===== config.mk =====
export PLATFORM = sky130hd
export DESIGN_NAME = multi_rate_tick_and_buzzer_unit
export DESIGN_NICKNAME = d
export VERILOG_FILES = /design/src/rtl/core/mrtb_pkg.sv /design/src/rtl/core/mrtb_buzzer.sv /design/src/rtl/core/multi_rate_tick_and_buzzer_unit.sv
export SDC_FILE = /design/constraint.sdc
export NUM_CORES = 1
export LEC_CHECK = 0
export BUFFER_PORTS_ARGS = -buffer_cell sky130_fd_sc_hd__buf_4
export CAP_MARGIN = 20
export CORE_UTILIZATION = 30
export CTS_BUF_LIST = sky130_fd_sc_hd__clkbuf_4 sky130_fd_sc_hd__clkbuf_8
export DETAILED_ROUTE_END_ITERATION = 8
export SLEW_MARGIN = 30
export SYNTH_ARGS = -nofsm -noshare
export SYNTH_HDL_FRONTEND = slang
export SYNTH_HIERARCHICAL = 1
export SYNTH_SLANG_ARGS = --single-unit

===== constraint.sdc =====
create_clock -name clock -period 12 [get_ports clock]
set_input_delay 1.8 -clock clock [delete_from_list [all_inputs] [get_ports clock]]
set_output_delay 1.8 -clock clock [all_outputs]
set_load 0.005 [all_outputs]

===== src/rtl/core/mrtb_pkg.sv =====
// ----------------------------------------------------------------------------
// mrtb_pkg
// Shared codes, constants, types and helpers of the tick and buzzer unit.
// ----------------------------------------------------------------------------
`timescale 1ns / 1ps
`default_nettype none

package mrtb_pkg;

   // request kinds
   localparam logic [1:0] KIND_TICK    = 2'd0;
   localparam logic [1:0] KIND_START   = 2'd1;
   localparam logic [1:0] KIND_CLR_KEY = 2'd2;
   localparam logic [1:0] KIND_CLR_UV  = 2'd3;

   localparam int unsigned TPM_W = 5;
   localparam logic [TPM_W-1:0] TPM_MIN   = 5'd1;
   localparam logic [TPM_W-1:0] TPM_MAX   = 5'd20;
   localparam logic [TPM_W-1:0] TPM_RESET = 5'd10;

   localparam logic [31:0] MS_WRAP      = 32'hFFFF_FFFF;
   localparam logic [11:0] BUZZ_TAIL_MS = 12'd200;

   localparam int unsigned TAIL_W = 12;

   // one buzzer command per accepted request
   typedef struct packed {
      logic              tick;
      logic              start;
      logic [15:0]       duration;
      logic [7:0]        half_period;
      logic [TAIL_W-1:0] tail_ticks;
   } buzz_cmd_type;

   function automatic logic [TPM_W-1:0] clamp_tpm(input logic [TPM_W-1:0] raw);
      logic [TPM_W-1:0] val;
      val = raw;
      if (raw < TPM_MIN) begin
         val = TPM_MIN;
      end else if (raw > TPM_MAX) begin
         val = TPM_MAX;
      end
      return val;
   endfunction

endpackage

`default_nettype wire


===== src/rtl/core/mrtb_buzzer.sv =====
// ----------------------------------------------------------------------------
// mrtb_buzzer
// Two-pin buzzer driver: N toggles each half period, P drops near the end.
// ----------------------------------------------------------------------------
`timescale 1ns / 1ps
`default_nettype none

module mrtb_buzzer (
   input  wire logic                 clock,
   input  wire logic                 reset,
   input  wire mrtb_pkg::buzz_cmd_type cmd,
   output logic                      pin_p_in,
   output logic                      pin_n_in
);
   import mrtb_pkg::*;

   logic [15:0] left_ff, left_in;
   logic [7:0]  half_left_ff, half_left_in;
   logic [7:0]  reload_ff, reload_in;
   logic        pin_p_ff;
   logic        pin_n_ff;
   logic [7:0]  half_dec;
   logic [15:0] left_dec;

   assign half_dec = half_left_ff - 8'd1;
   assign left_dec = left_ff - 16'd1;

   always_comb begin
      left_in      = left_ff;
      half_left_in = half_left_ff;
      reload_in    = reload_ff;
      pin_p_in     = pin_p_ff;
      pin_n_in     = pin_n_ff;
      if (cmd.start) begin
         if (cmd.duration == 16'd0) begin
            left_in      = '0;
            half_left_in = '0;
            reload_in    = '0;
            pin_p_in     = 1'b0;
            pin_n_in     = 1'b0;
         end else begin
            left_in      = cmd.duration;
            half_left_in = cmd.half_period;
            reload_in    = cmd.half_period;
            pin_p_in     = 1'b1;
            pin_n_in     = 1'b0;
         end
      end else if (cmd.tick && (left_ff != 16'd0)) begin
         half_left_in = half_dec;
         if (half_dec == 8'd0) begin
            pin_n_in     = ~pin_n_ff;
            half_left_in = reload_ff;
         end
         left_in = left_dec;
         if (left_dec == 16'd0) begin
            half_left_in = '0;
            pin_p_in     = 1'b0;
            pin_n_in     = 1'b0;
         end else if (left_dec == 16'(cmd.tail_ticks)) begin
            // drop P for the closing tail
            pin_p_in = 1'b0;
         end
      end
   end

   always_ff @(posedge clock) begin
      if (reset) begin
         left_ff      <= '0;
         half_left_ff <= '0;
         reload_ff    <= '0;
         pin_p_ff     <= 1'b0;
         pin_n_ff     <= 1'b0;
      end else begin
         left_ff      <= left_in;
         half_left_ff <= half_left_in;
         reload_ff    <= reload_in;
         pin_p_ff     <= pin_p_in;
         pin_n_ff     <= pin_n_in;
      end
   end

endmodule

`default_nettype wire


===== src/rtl/core/multi_rate_tick_and_buzzer_unit.sv =====
// ----------------------------------------------------------------------------
// multi_rate_tick_and_buzzer_unit
// Tick dividers, system time, UV and key counters, and buzzer driver.
// ----------------------------------------------------------------------------
// Path: a request is captured in the input register, then one pass of counter
//   logic loads the response register once that register can advance, that
//   is, when it is empty or not held by rsp_stall.
// Throughput: one request per cycle while rsp_stall is low; the response
//   and input registers let a new request in while a response is held.
// Reset: synchronous, clears all counters and pins, loads ticks_per_ms = 10
//   and the dividers with their scaled reload values.
`timescale 1ns / 1ps
`default_nettype none

module multi_rate_tick_and_buzzer_unit (
   input  wire logic        clock,
   input  wire logic        reset,
   // configuration
   input  wire logic        csr_valid,
   output logic             csr_ready,
   input  wire logic [4:0]  csr_data,
   // request channel
   input  wire logic        req_valid,
   output logic             req_stall,
   input  wire logic [1:0]  req_kind,
   input  wire logic        req_uv_on,
   input  wire logic        req_uv_check_enable,
   input  wire logic        req_key_counting,
   input  wire logic [15:0] req_buzz_duration,
   input  wire logic [7:0]  req_buzz_half_period,
   // response channel
   output logic             rsp_valid,
   input  wire logic        rsp_stall,
   output logic             rsp_pulse_1ms,
   output logic             rsp_pulse_2ms,
   output logic             rsp_pulse_10ms,
   output logic             rsp_pulse_100ms,
   output logic             rsp_pulse_1s,
   output logic             rsp_uv_check_pulse,
   output logic [31:0]      rsp_ms_time,
   output logic [31:0]      rsp_s_time,
   output logic [15:0]      rsp_uv_interval,
   output logic [15:0]      rsp_key_count,
   output logic             rsp_buzzer_p,
   output logic             rsp_buzzer_n
);
   import mrtb_pkg::*;

   // ---------------- configuration ----------------
   logic [TPM_W-1:0] tpm_ff;
   logic [TPM_W-1:0] tpm_eff;

   assign csr_ready = 1'b1;
   assign tpm_eff   = clamp_tpm(tpm_ff);

   always_ff @(posedge clock) begin
      if (reset) begin
         tpm_ff <= TPM_RESET;
      end else if (csr_valid && csr_ready) begin
         tpm_ff <= csr_data;
      end
   end

   // ---------------- handshake ----------------
   logic        in_valid_ff, in_valid_in;
   logic        rsp_valid_ff, rsp_valid_in;
   logic        out_adv;
   logic        step;
   logic        in_load;

   logic [1:0]  kind_ff;
   logic        uv_on_ff;
   logic        uv_chk_ff;
   logic        key_cnt_ff;
   logic [15:0] dur_ff;
   logic [7:0]  half_ff;

   assign out_adv      = ~rsp_valid_ff | ~rsp_stall;
   assign step         = in_valid_ff & out_adv;
   assign req_stall    = in_valid_ff & ~out_adv;
   assign in_load      = req_valid & ~req_stall;
   assign in_valid_in  = in_load | (in_valid_ff & ~out_adv);
   assign rsp_valid_in = step | (rsp_valid_ff & rsp_stall);
   assign rsp_valid    = rsp_valid_ff;

   always_ff @(posedge clock) begin
      if (reset) begin
         in_valid_ff  <= 1'b0;
         rsp_valid_ff <= 1'b0;
      end else begin
         in_valid_ff  <= in_valid_in;
         rsp_valid_ff <= rsp_valid_in;
      end
   end

   always_ff @(posedge clock) begin
      if (in_load) begin
         kind_ff    <= req_kind;
         uv_on_ff   <= req_uv_on;
         uv_chk_ff  <= req_uv_check_enable;
         key_cnt_ff <= req_key_counting;
         dur_ff     <= req_buzz_duration;
         half_ff    <= req_buzz_half_period;
      end
   end

   // ---------------- kind decode ----------------
   logic is_tick, is_start, is_clr_key, is_clr_uv;

   always_comb begin
      is_tick    = 1'b0;
      is_start   = 1'b0;
      is_clr_key = 1'b0;
      is_clr_uv  = 1'b0;
      unique case (kind_ff)
         KIND_TICK:    is_tick    = step;
         KIND_START:   is_start   = step;
         KIND_CLR_KEY: is_clr_key = step;
         KIND_CLR_UV:  is_clr_uv  = step;
         default:      is_tick    = 1'b0;
      endcase
   end

   // ---------------- dividers ----------------
   logic [4:0]  rl_1ms;
   logic [5:0]  rl_2ms;
   logic [7:0]  rl_10ms;
   logic [10:0] rl_100ms;
   logic [14:0] rl_1s;

   assign rl_1ms   = tpm_eff;
   assign rl_2ms   = {tpm_eff, 1'b0};
   assign rl_10ms  = 8'(tpm_eff) * 8'd10;
   assign rl_100ms = 11'(tpm_eff) * 11'd100;
   assign rl_1s    = 15'(tpm_eff) * 15'd1000;

   logic [4:0]  div_1ms_ff,   div_1ms_in,   dec_1ms;
   logic [5:0]  div_2ms_ff,   div_2ms_in,   dec_2ms;
   logic [7:0]  div_10ms_ff,  div_10ms_in,  dec_10ms;
   logic [10:0] div_100ms_ff, div_100ms_in, dec_100ms;
   logic [14:0] div_1s_ff,    div_1s_in,    dec_1s;
   logic        p1, p2, p10, p100, p1s, pchk;

   assign dec_1ms   = div_1ms_ff - 5'd1;
   assign dec_2ms   = div_2ms_ff - 6'd1;
   assign dec_10ms  = div_10ms_ff - 8'd1;
   assign dec_100ms = div_100ms_ff - 11'd1;
   assign dec_1s    = div_1s_ff - 15'd1;

   assign p1   = is_tick & (dec_1ms == '0);
   assign p2   = is_tick & (dec_2ms == '0);
   assign p10  = is_tick & (dec_10ms == '0);
   assign p100 = is_tick & (dec_100ms == '0);
   assign p1s  = is_tick & (dec_1s == '0);
   assign pchk = p1s & uv_on_ff & uv_chk_ff;

   // reload on expiry, otherwise count down; hold on non-tick requests
   assign div_1ms_in   = !is_tick ? div_1ms_ff   : (p1   ? rl_1ms   : dec_1ms);
   assign div_2ms_in   = !is_tick ? div_2ms_ff   : (p2   ? rl_2ms   : dec_2ms);
   assign div_10ms_in  = !is_tick ? div_10ms_ff  : (p10  ? rl_10ms  : dec_10ms);
   assign div_100ms_in = !is_tick ? div_100ms_ff : (p100 ? rl_100ms : dec_100ms);
   assign div_1s_in    = !is_tick ? div_1s_ff    : (p1s  ? rl_1s    : dec_1s);

   always_ff @(posedge clock) begin
      if (reset) begin
         div_1ms_ff   <= TPM_RESET;
         div_2ms_ff   <= 6'(TPM_RESET) * 6'd2;
         div_10ms_ff  <= 8'(TPM_RESET) * 8'd10;
         div_100ms_ff <= 11'(TPM_RESET) * 11'd100;
         div_1s_ff    <= 15'(TPM_RESET) * 15'd1000;
      end else begin
         div_1ms_ff   <= div_1ms_in;
         div_2ms_ff   <= div_2ms_in;
         div_10ms_ff  <= div_10ms_in;
         div_100ms_ff <= div_100ms_in;
         div_1s_ff    <= div_1s_in;
      end
   end

   // ---------------- time and event counters ----------------
   logic [31:0] millis_ff, millis_in, millis_inc;
   logic [31:0] seconds_ff, seconds_in;
   logic [15:0] uv_sec_ff, uv_sec_in;
   logic [15:0] key_ff, key_in;

   assign millis_inc = millis_ff + 32'd1;

   always_comb begin
      millis_in  = millis_ff;
      seconds_in = seconds_ff;
      uv_sec_in  = uv_sec_ff;
      key_in     = key_ff;
      if (p1) begin
         // skip all ones, wrap straight to zero
         millis_in = (millis_inc == MS_WRAP) ? 32'd0 : millis_inc;
      end
      if (p1s) begin
         seconds_in = seconds_ff + 32'd1;
         if (uv_on_ff) begin
            uv_sec_in = uv_sec_ff + 16'd1;
         end
      end
      if (is_tick && key_cnt_ff) begin
         key_in = key_ff + 16'd1;
      end
      if (is_clr_key) begin
         key_in = '0;
      end
      if (is_clr_uv) begin
         uv_sec_in = '0;
      end
   end

   always_ff @(posedge clock) begin
      if (reset) begin
         millis_ff  <= '0;
         seconds_ff <= '0;
         uv_sec_ff  <= '0;
         key_ff     <= '0;
      end else begin
         millis_ff  <= millis_in;
         seconds_ff <= seconds_in;
         uv_sec_ff  <= uv_sec_in;
         key_ff     <= key_in;
      end
   end

   // ---------------- buzzer ----------------
   buzz_cmd_type buzz_cmd;
   logic         pin_p_in;
   logic         pin_n_in;

   assign buzz_cmd.tick        = is_tick;
   assign buzz_cmd.start       = is_start;
   assign buzz_cmd.duration    = dur_ff;
   assign buzz_cmd.half_period = half_ff;
   assign buzz_cmd.tail_ticks  = TAIL_W'(tpm_eff) * BUZZ_TAIL_MS;

   mrtb_buzzer u_buzzer (
      .clock    (clock),
      .reset    (reset),
      .cmd      (buzz_cmd),
      .pin_p_in (pin_p_in),
      .pin_n_in (pin_n_in)
   );

   // ---------------- response register ----------------
   always_ff @(posedge clock) begin
      if (step) begin
         rsp_pulse_1ms      <= p1;
         rsp_pulse_2ms      <= p2;
         rsp_pulse_10ms     <= p10;
         rsp_pulse_100ms    <= p100;
         rsp_pulse_1s       <= p1s;
         rsp_uv_check_pulse <= pchk;
         rsp_ms_time        <= millis_in;
         rsp_s_time         <= seconds_in;
         rsp_uv_interval    <= uv_sec_in;
         rsp_key_count      <= key_in;
         rsp_buzzer_p       <= pin_p_in;
         rsp_buzzer_n       <= pin_n_in;
      end
   end

   // ---------------- assertions ----------------
   a_chk_needs_second: assert property (@(posedge clock) disable iff (reset)
      rsp_valid && rsp_uv_check_pulse |-> rsp_pulse_1s)
      else $error("check pulse without second pulse");

   a_ms_skips_ones: assert property (@(posedge clock) disable iff (reset)
      rsp_valid |-> rsp_ms_time != MS_WRAP)
      else $error("millisecond time reached all ones");

   a_div_nonzero: assert property (@(posedge clock) disable iff (reset)
      div_1ms_ff != '0 && div_2ms_ff != '0 && div_10ms_ff != '0
      && div_100ms_ff != '0 && div_1s_ff != '0)
      else $error("divider reached zero");

   a_held_request: assert property (@(posedge clock) disable iff (reset)
      in_valid_ff && !out_adv |=> in_valid_ff && $stable(kind_ff))
      else $error("held request lost");

endmodule

`default_nettype wire


==> reports/summary.txt, run 1 <==
Largest net degree at the start of global routing -> 71
Final Wtd Congestion -> 0.884
Max Cap Viol -> 0
Synthesis Warnings -> 6
Synth async-reset ratio -> 0
CTS H-tree depth -> 2
Gr usage total -> 0.149
Initial Util -> 0.304
Hold Path Sink -> u_buzzer/reload_ff[3]
Switch Pwr -> 0.000760 W
Antenna violations before repair -> 1
Clk_skew -> 0.0302 ns
Crit path arrival time -> 5.53 ns
DP HPWL -> 29,300 um
Number of synthesized flops with an enable pin -> 133
Post-synthesis sequential area ratio -> 0.455
Critical Path RT -> 12.39 ns
Post_cts resized -> 0
RR Startpoint -> tpm_ff[4]
Multiplexer share of the synthesized area -> 0.00604
Die H -> 238 um
Post-CTS Repair Setup Buffers -> 0
Number of register bits inferred by synthesis -> 315
Util after Layout -> 0.355
P_leak -> 7.17 nW
# setup viols final -> 0
Crit path time final -> 5.15 ns
Layout area overhead -> 16.9%
Number of I/O pins -> 146
Total power -> 0.00269 W
Worst reg2reg setup slack -> 7.17 ns
Commonest non-fill, non-tap cells in the layout -> dfxtp_1 (182), nor2_1 (173), nand2_1 (155), buf_4 (154), edfxtp_1 (133)
Combinational family with the most area after synthesis -> simple AND/OR/NAND/NOR gates
Slew of the pin with the lowest slew margin -> 0.919 ns
Placed insts -> 2,566
Post-Synth Adder-Cell Area -> 0.0530
R2r endpoint -> rsp_buzzer_p
Most common cell after layout, fill and taps aside -> dfxtp_1
Pwr/cell area -> 137 nW/um^2
CTS tree -> yes
Final net count -> 1,982
Vias in the first global route -> 13,000
Layout cells sized above 1 -> 0.164
Switching fraction of total power -> 0.282
Vias per cell -> 5.11
WS Path Type -> input pin to register
Max VDD drop -> 0.0000777 V
CTS sink count -> 315
Row count -> 86
Synth Area in Compound Gates -> 0.132
TritonRoute pass-1 iters -> 5
Die ar. -> 56,900 sq um
Sequential power share -> 0.446
Clock buffer count from CTS -> 57
Post-Synth XOR/XNOR Area -> 0.0647
Worst Setup Start Kind -> input pin
Input/output buffers -> 144
Headroom to the max-slew limit -> 0.385
Drt first-iter violations -> 1,065
Clk buf depth -> 3
Fin crit share -> 0.429
Max-slew violation count -> 0
Clock latency on the worst-skew pair -> 0.66 ns
Fill count -> 5,590
Routed WL -> 43,300 um
First-pass GRT wire length -> 68,800 um
Core area -> 55,200 sq um
Hold_sp -> u_buzzer/reload_ff[3]
Worst r2r path cells -> 16
Syn Std Cell Area -> 16,800 sq um
Clock power share -> 0.400
Int Power -> 0.00193 W
Endpoint class of the critical path -> register
Max Clk Rate -> 0.194 GHz
RSZ-0062 raised after global routing -> no
Die span in x -> 238 um
Primary FF master, synth -> dfxtp_1
ANT nets after route -> 0
Synth unique cells -> 102
Combinational power share -> 0.154
Worst hold path stage count -> 2
Hold WC Path Type -> register to register
Wire length per cell -> 16.2 um
Run status -> finished, final reports clean
DR DRC count -> 0
Clock slew at reported path FFs -> 0.06 ns
Mapped Cells -> 1,773
CTS Hold Buffers Added -> 0
CTS root buffer -> clkbuf_8
Avg Cell Area, Syn -> 9.46 sq um
TNS Setup -> 0 ns
Routed via count -> 13,700
Post-synthesis simple-gate area fraction -> 0.243
Worst-path fanout max -> 42
Hold Vio Cnt, Final -> 0
GRT overflow -> 0
Final std cells w/o fill -> 2,673
-- area by class of cell --
class,count,area (sq um),area share
well taps,748,936,0.0477
multi-input cells,1299,8450,0.431
diodes,1,2.50,0.000128
clock buffers,74,925,0.0472
repair buffers,156,1190,0.0610
flip-flops and latches,315,7640,0.390
clock inverters,31,274,0.0140
inverters,49,184,0.00938
-- power by group through the flow --
| stage | clock, W | sequential (W) | combinational (W) |
|---|---|---|---|
| 2_1_floorplan | 0 | 0.00121 | 0.000316 |
| 3_3_place_gp | 0 | 0.00122 | 0.000405 |
| 3_5_place_dp | 0 | 0.00122 | 0.000415 |
| 4_1_cts | 0.00112 | 0.00120 | 0.000418 |
| 5_1_grt | 0.00117 | 0.00121 | 0.000465 |
| 6_report | 0.00108 | 0.00120 | 0.000416 |
-- state kept, by name (all words and copies together) (netlist names), 2 cells and up --
name	cells
uv_sec_ff	16
u_buzzer/reload_ff	8
half_ff	8
seconds_ff	32
div_1s_ff	15
rsp_uv_interval	16
kind_ff	2
rsp_s_time	32
div_10ms_ff	8
key_ff	16
div_1ms_ff	5
div_100ms_ff	11
u_buzzer/left_ff	16
millis_ff	32
dur_ff	16
rsp_ms_time	32
rsp_key_count	16
div_2ms_ff	6
u_buzzer/half_left_ff	8
tpm_ff	5
-- per-layer routing --
metal	global-route usage	share of wire	up-vias
li1	-	-	6646
met1	0.198	0.46	6567
met2	0.244	0.47	363
met3	0.0300	0.055	74
met4	0.0460	0.020	0
met5	0	0	-
-- worst max path at each step --
stage | startpoint | end | slack [ns] | depth (start not counted)
6_report | rsp_stall | rsp_uv_interval[14] | 6.85 | 10
5_1_grt | rsp_stall | rsp_uv_interval[14] | 6.60 | 10
4_1_cts | rsp_stall | rsp_uv_interval[14] | 6.87 | 10
3_5_place_dp | rsp_stall | rsp_uv_interval[14] | 6.17 | 10
3_3_place_gp | rsp_stall | rsp_uv_interval[14] | 6.34 | 10
2_1_floorplan | rsp_stall | rsp_buzzer_n | 2.05 | 10
-- synthesized netlist by cell type, types with 43 or more instances --
library cell	number	area, sq um
xor2_1	51	447
a21oi_1	115	576
nand2_1	155	582
nand3_1	72	360
xnor2_1	71	622
nor2_1	175	657
ha_1	55	688
dfxtp_1	182	3640
nor2b_1	43	269
clkbuf_1	61	229
nand4_1	47	294
edfxtp_1	133	3990
inv_1	48	180
nor3_1	76	380
-- stage by stage --
| stage | setup slack [ns] | hold WS [ns] | instance area (sq um) |
|---|---|---|---|
| 2_1_floorplan | 2.05 | 0.441 | 16800 |
| 6_report | 6.85 | 0.467 | 19600 |
| 3_3_place_gp | 6.34 | 0.452 | 18300 |
| 3_5_place_dp | 6.17 | 0.462 | 18400 |
| 4_1_cts | 6.87 | 0.470 | 19600 |
| 5_1_grt | 6.60 | 0.496 | 19600 |
-- worst max-delay path, cell delays in order --
cell and delay [ns]:
buf_4 0.13, a21boi_4 0.13, buf_4 0.53, nand2_1 0.31, inv_1 0.61, buf_4 0.44
nand4_1 0.27, or3_1 0.69, nor4_4 0.45, o21ai_1 0.12
-- logic make-up (layout without fill, tap and decap cells) --
| family | Yosys count | after routing |
|---|---|---|
| AO/OA/AOI/OAI | 336 | 336 |
| buffers and inverters | 161 | 310 |
| other | 2 | 5 |
| multiplexers | 10 | 10 |
| XOR/XNOR | 123 | 123 |
| flip-flops | 315 | 315 |
| AND/OR/NAND/NOR | 761 | 761 |
| adder cells (fa/ha/maj) | 65 | 65 |
Power figures use the tool's default switching activity.
==> run 2: changes to the inputs <==
- clock period: 12 -> 4.2 ns (I/O delays scaled with it)
==> reports/summary.txt, run 2 (same netlist as run 1, synthesis figures left out) <==
Run status -> finished, final reports clean
DP HPWL -> 30,400 um (+3.8%)
Fill count -> 5,561 (-0.52%)
Switch Pwr -> 0.00216 W (+180%)
Layout area overhead -> 18.6%
Clock slew at reported path FFs -> 0.06 ns (about the same)
Clk buf depth -> 3 (unchanged)
Fin Hold WS -> 0.148 ns (-0.319 ns)
Clock latency on the worst-skew pair -> 0.66 ns (about the same)
CTS H-tree depth -> 2 (unchanged)
Combinational power share -> 0.158 (+0.004)
Reg area -> 7640 sq um (about the same)
Headroom to the max-slew limit -> 0.406 (+0.0208)
Clock buffer count from CTS -> 56 (-1.8%)
Multi-input combinational cell area -> 8510 sq um (+0.76%)
P_leak -> 7.36 nW (+2.7%)
CTS sink count -> 315 (unchanged)
Final std cells w/o fill -> 2,703 (+1.1%)
Vias in the first global route -> 13,200 (+1.3%)
First-pass GRT wire length -> 69,100 um (+0.53%)
Crit path arrival time -> 4.47 ns (-1.06 ns)
Slew of the pin with the lowest slew margin -> 0.890 ns (-0.0297 ns)
Initial Util -> 0.304 (unchanged)
Gr usage total -> 0.150 (+0.000522)
Commonest non-fill, non-tap cells in the layout -> buf_4 (186), dfxtp_1 (181), nor2_1 (172), nand2_1 (155), edfxtp_1 (133)
Hold Vio Cnt, Final -> 0 (unchanged)
GRT overflow -> 0 (unchanged)
ANT cells -> 0 (-1)
Endpoint class of the critical path -> register
TritonRoute pass-1 iters -> 5 (unchanged)
Int Power -> 0.00558 W (+190%)
Clk_skew -> 0.0338 ns (+0.00361 ns)
Core area -> 55,200 sq um (unchanged)
Hold WC Path Type -> input pin to register
Fin crit share -> 0.930
Hold_sp -> req_buzz_duration[2]
RSZ-0062 raised after global routing -> no
Die ar. -> 56,900 sq um (unchanged)
Row count -> 86 (unchanged)
DR DRC count -> 0 (unchanged)
Pwr/cell area -> 389 nW/um^2 (+180%)
R2r endpoint -> div_1s_ff[14]
Wire length per cell -> 16.1 um (-0.87%)
Largest net degree at the start of global routing -> 109 (+54%)
Worst hold path stage count -> 1 (-1)
Max VDD drop -> 0.000241 V (+210%)
Routed via count -> 13,700 (+0.30%)
Hold Path Sink -> dur_ff[2]
Sequential power share -> 0.442 (-0.004)
Placed insts -> 2,598 (+1.2%)
Number of I/O pins -> 146 (unchanged)
Final Wtd Congestion -> 0.888 (+0.40%)
Antenna violations before repair -> 1 (unchanged)
Clock power share -> 0.400 (about the same)
ANT nets after route -> 0 (unchanged)
RR Startpoint -> tpm_ff[4]
Worst-path fanout max -> 4 (-90%)
Max-slew violation count -> 0 (unchanged)
CTS tree -> yes
Vias per cell -> 5.07 (-0.81%)
Most common cell after layout, fill and taps aside -> buf_4
Worst reg2reg setup slack -> 0.30 ns (-6.87 ns)
Worst r2r path cells -> 16 (unchanged)
Die span in x -> 238 um (unchanged)
Worst Setup Start Kind -> register
Switching fraction of total power -> 0.279 (-0.00358)
Max Cap Viol -> 0 (unchanged)
Critical Path RT -> 4.76 ns (-7.63 ns)
Die H -> 238 um (unchanged)
# setup viols final -> 0 (unchanged)
Routed WL -> 43,400 um (+0.25%)
Input/output buffers -> 144 (unchanged)
Final net count -> 2,012 (+1.5%)
Layout cells sized above 1 -> 0.185 (+0.0204)
Max Clk Rate -> 0.256 GHz
Crit path time final -> 3.90 ns
WS Path Type -> register to register
CTS root buffer -> clkbuf_8
Drt first-iter violations -> 833 (-22%)
==> run 2: cell types whose count changed in the layout (fill, tap and decap cells not counted), sizes merged <==
| cell | before | now |
|---|---|---|
| buf | 156 | 187 |
| clkbuf | 74 | 78 |
| clkinvlp | 2 | 0 |
| diode | 1 | 0 |
| inv | 52 | 50 |
==> run 2: final cells by class <==
type                       instances  share of cell area
inverter                          49             0.00924
clock inverter                    27              0.0121
tap                              748              0.0470
sequential                       315               0.384
multi-input combinational       1299               0.428
timing repair buffer             187              0.0712
clock buffer                      78              0.0486
==> run 2: power by group through the flow <==
stage | sequential, W | clock [W] | combinational [W]
2_1_floorplan | 0.00344 | 0 | 0.000911
4_1_cts | 0.00342 | 0.00322 | 0.00122
5_1_grt | 0.00344 | 0.00334 | 0.00137
6_report | 0.00342 | 0.00309 | 0.00123
3_3_place_gp | 0.00348 | 0 | 0.00119
3_5_place_dp | 0.00349 | 0 | 0.00121
==> run 2: worst max path at each step <==
stage                         start                  end  cells after the start
final                     tpm_ff[4]        div_1s_ff[14]                     16
after global placement    tpm_ff[4]        div_1s_ff[14]                     16
after global routing      tpm_ff[4]        div_1s_ff[14]                     16
after detailed placement  tpm_ff[4]        div_1s_ff[14]                     16
after CTS                 tpm_ff[4]        div_1s_ff[14]                     16
after floorplan           rsp_stall  rsp_uv_interval[12]                      8
==> run 2: per-layer routing <==
layer	routed length, um	global-route usage	vias up
met2	20300	0.246	342
met5	0	0	-
met1	19700	0.194	6548
met4	1210	0.0581	0
met3	2210	0.0292	85
li1	-	-	6716
==> run 2: worst max-delay path: stages, from the launching register on <==
cell,delay [ns]
dfxtp_1,0.32
nand2b_1,0.19
ha_1,0.29
inv_1,0.06
ha_1,0.35
fa_1,0.50
inv_1,0.05
fa_1,0.49
inv_1,0.04
ha_1,0.31
a21oi_2,0.16
o21bai_1,0.11
a2111oi_2,0.30
nor3_1,0.09
xnor2_1,0.12
or2_1,0.23
a311oi_2,0.19
==> run 2: stage by stage <==
step                      TNS (ns)  utilization  power (W)  setup WS [ns]  instance area [sq um]
after global routing             0        0.360    0.00815         0.0166                  19900
after CTS                        0        0.360    0.00786         0.0707                  19900
after detailed placement         0        0.338    0.00469         0.0989                  18700
after global placement           0        0.338    0.00467          0.138                  18700
after floorplan             -30.87            -    0.00435         -0.367                  16900
final                            0        0.360    0.00774          0.295                  19900
==> run 2: repair_timing <==
item                       4_1_cts  5_1_grt
resized for setup                0        8
buffers inserted                 0        0
hold buffers                     0        0
setup endpoints to repair        0        2
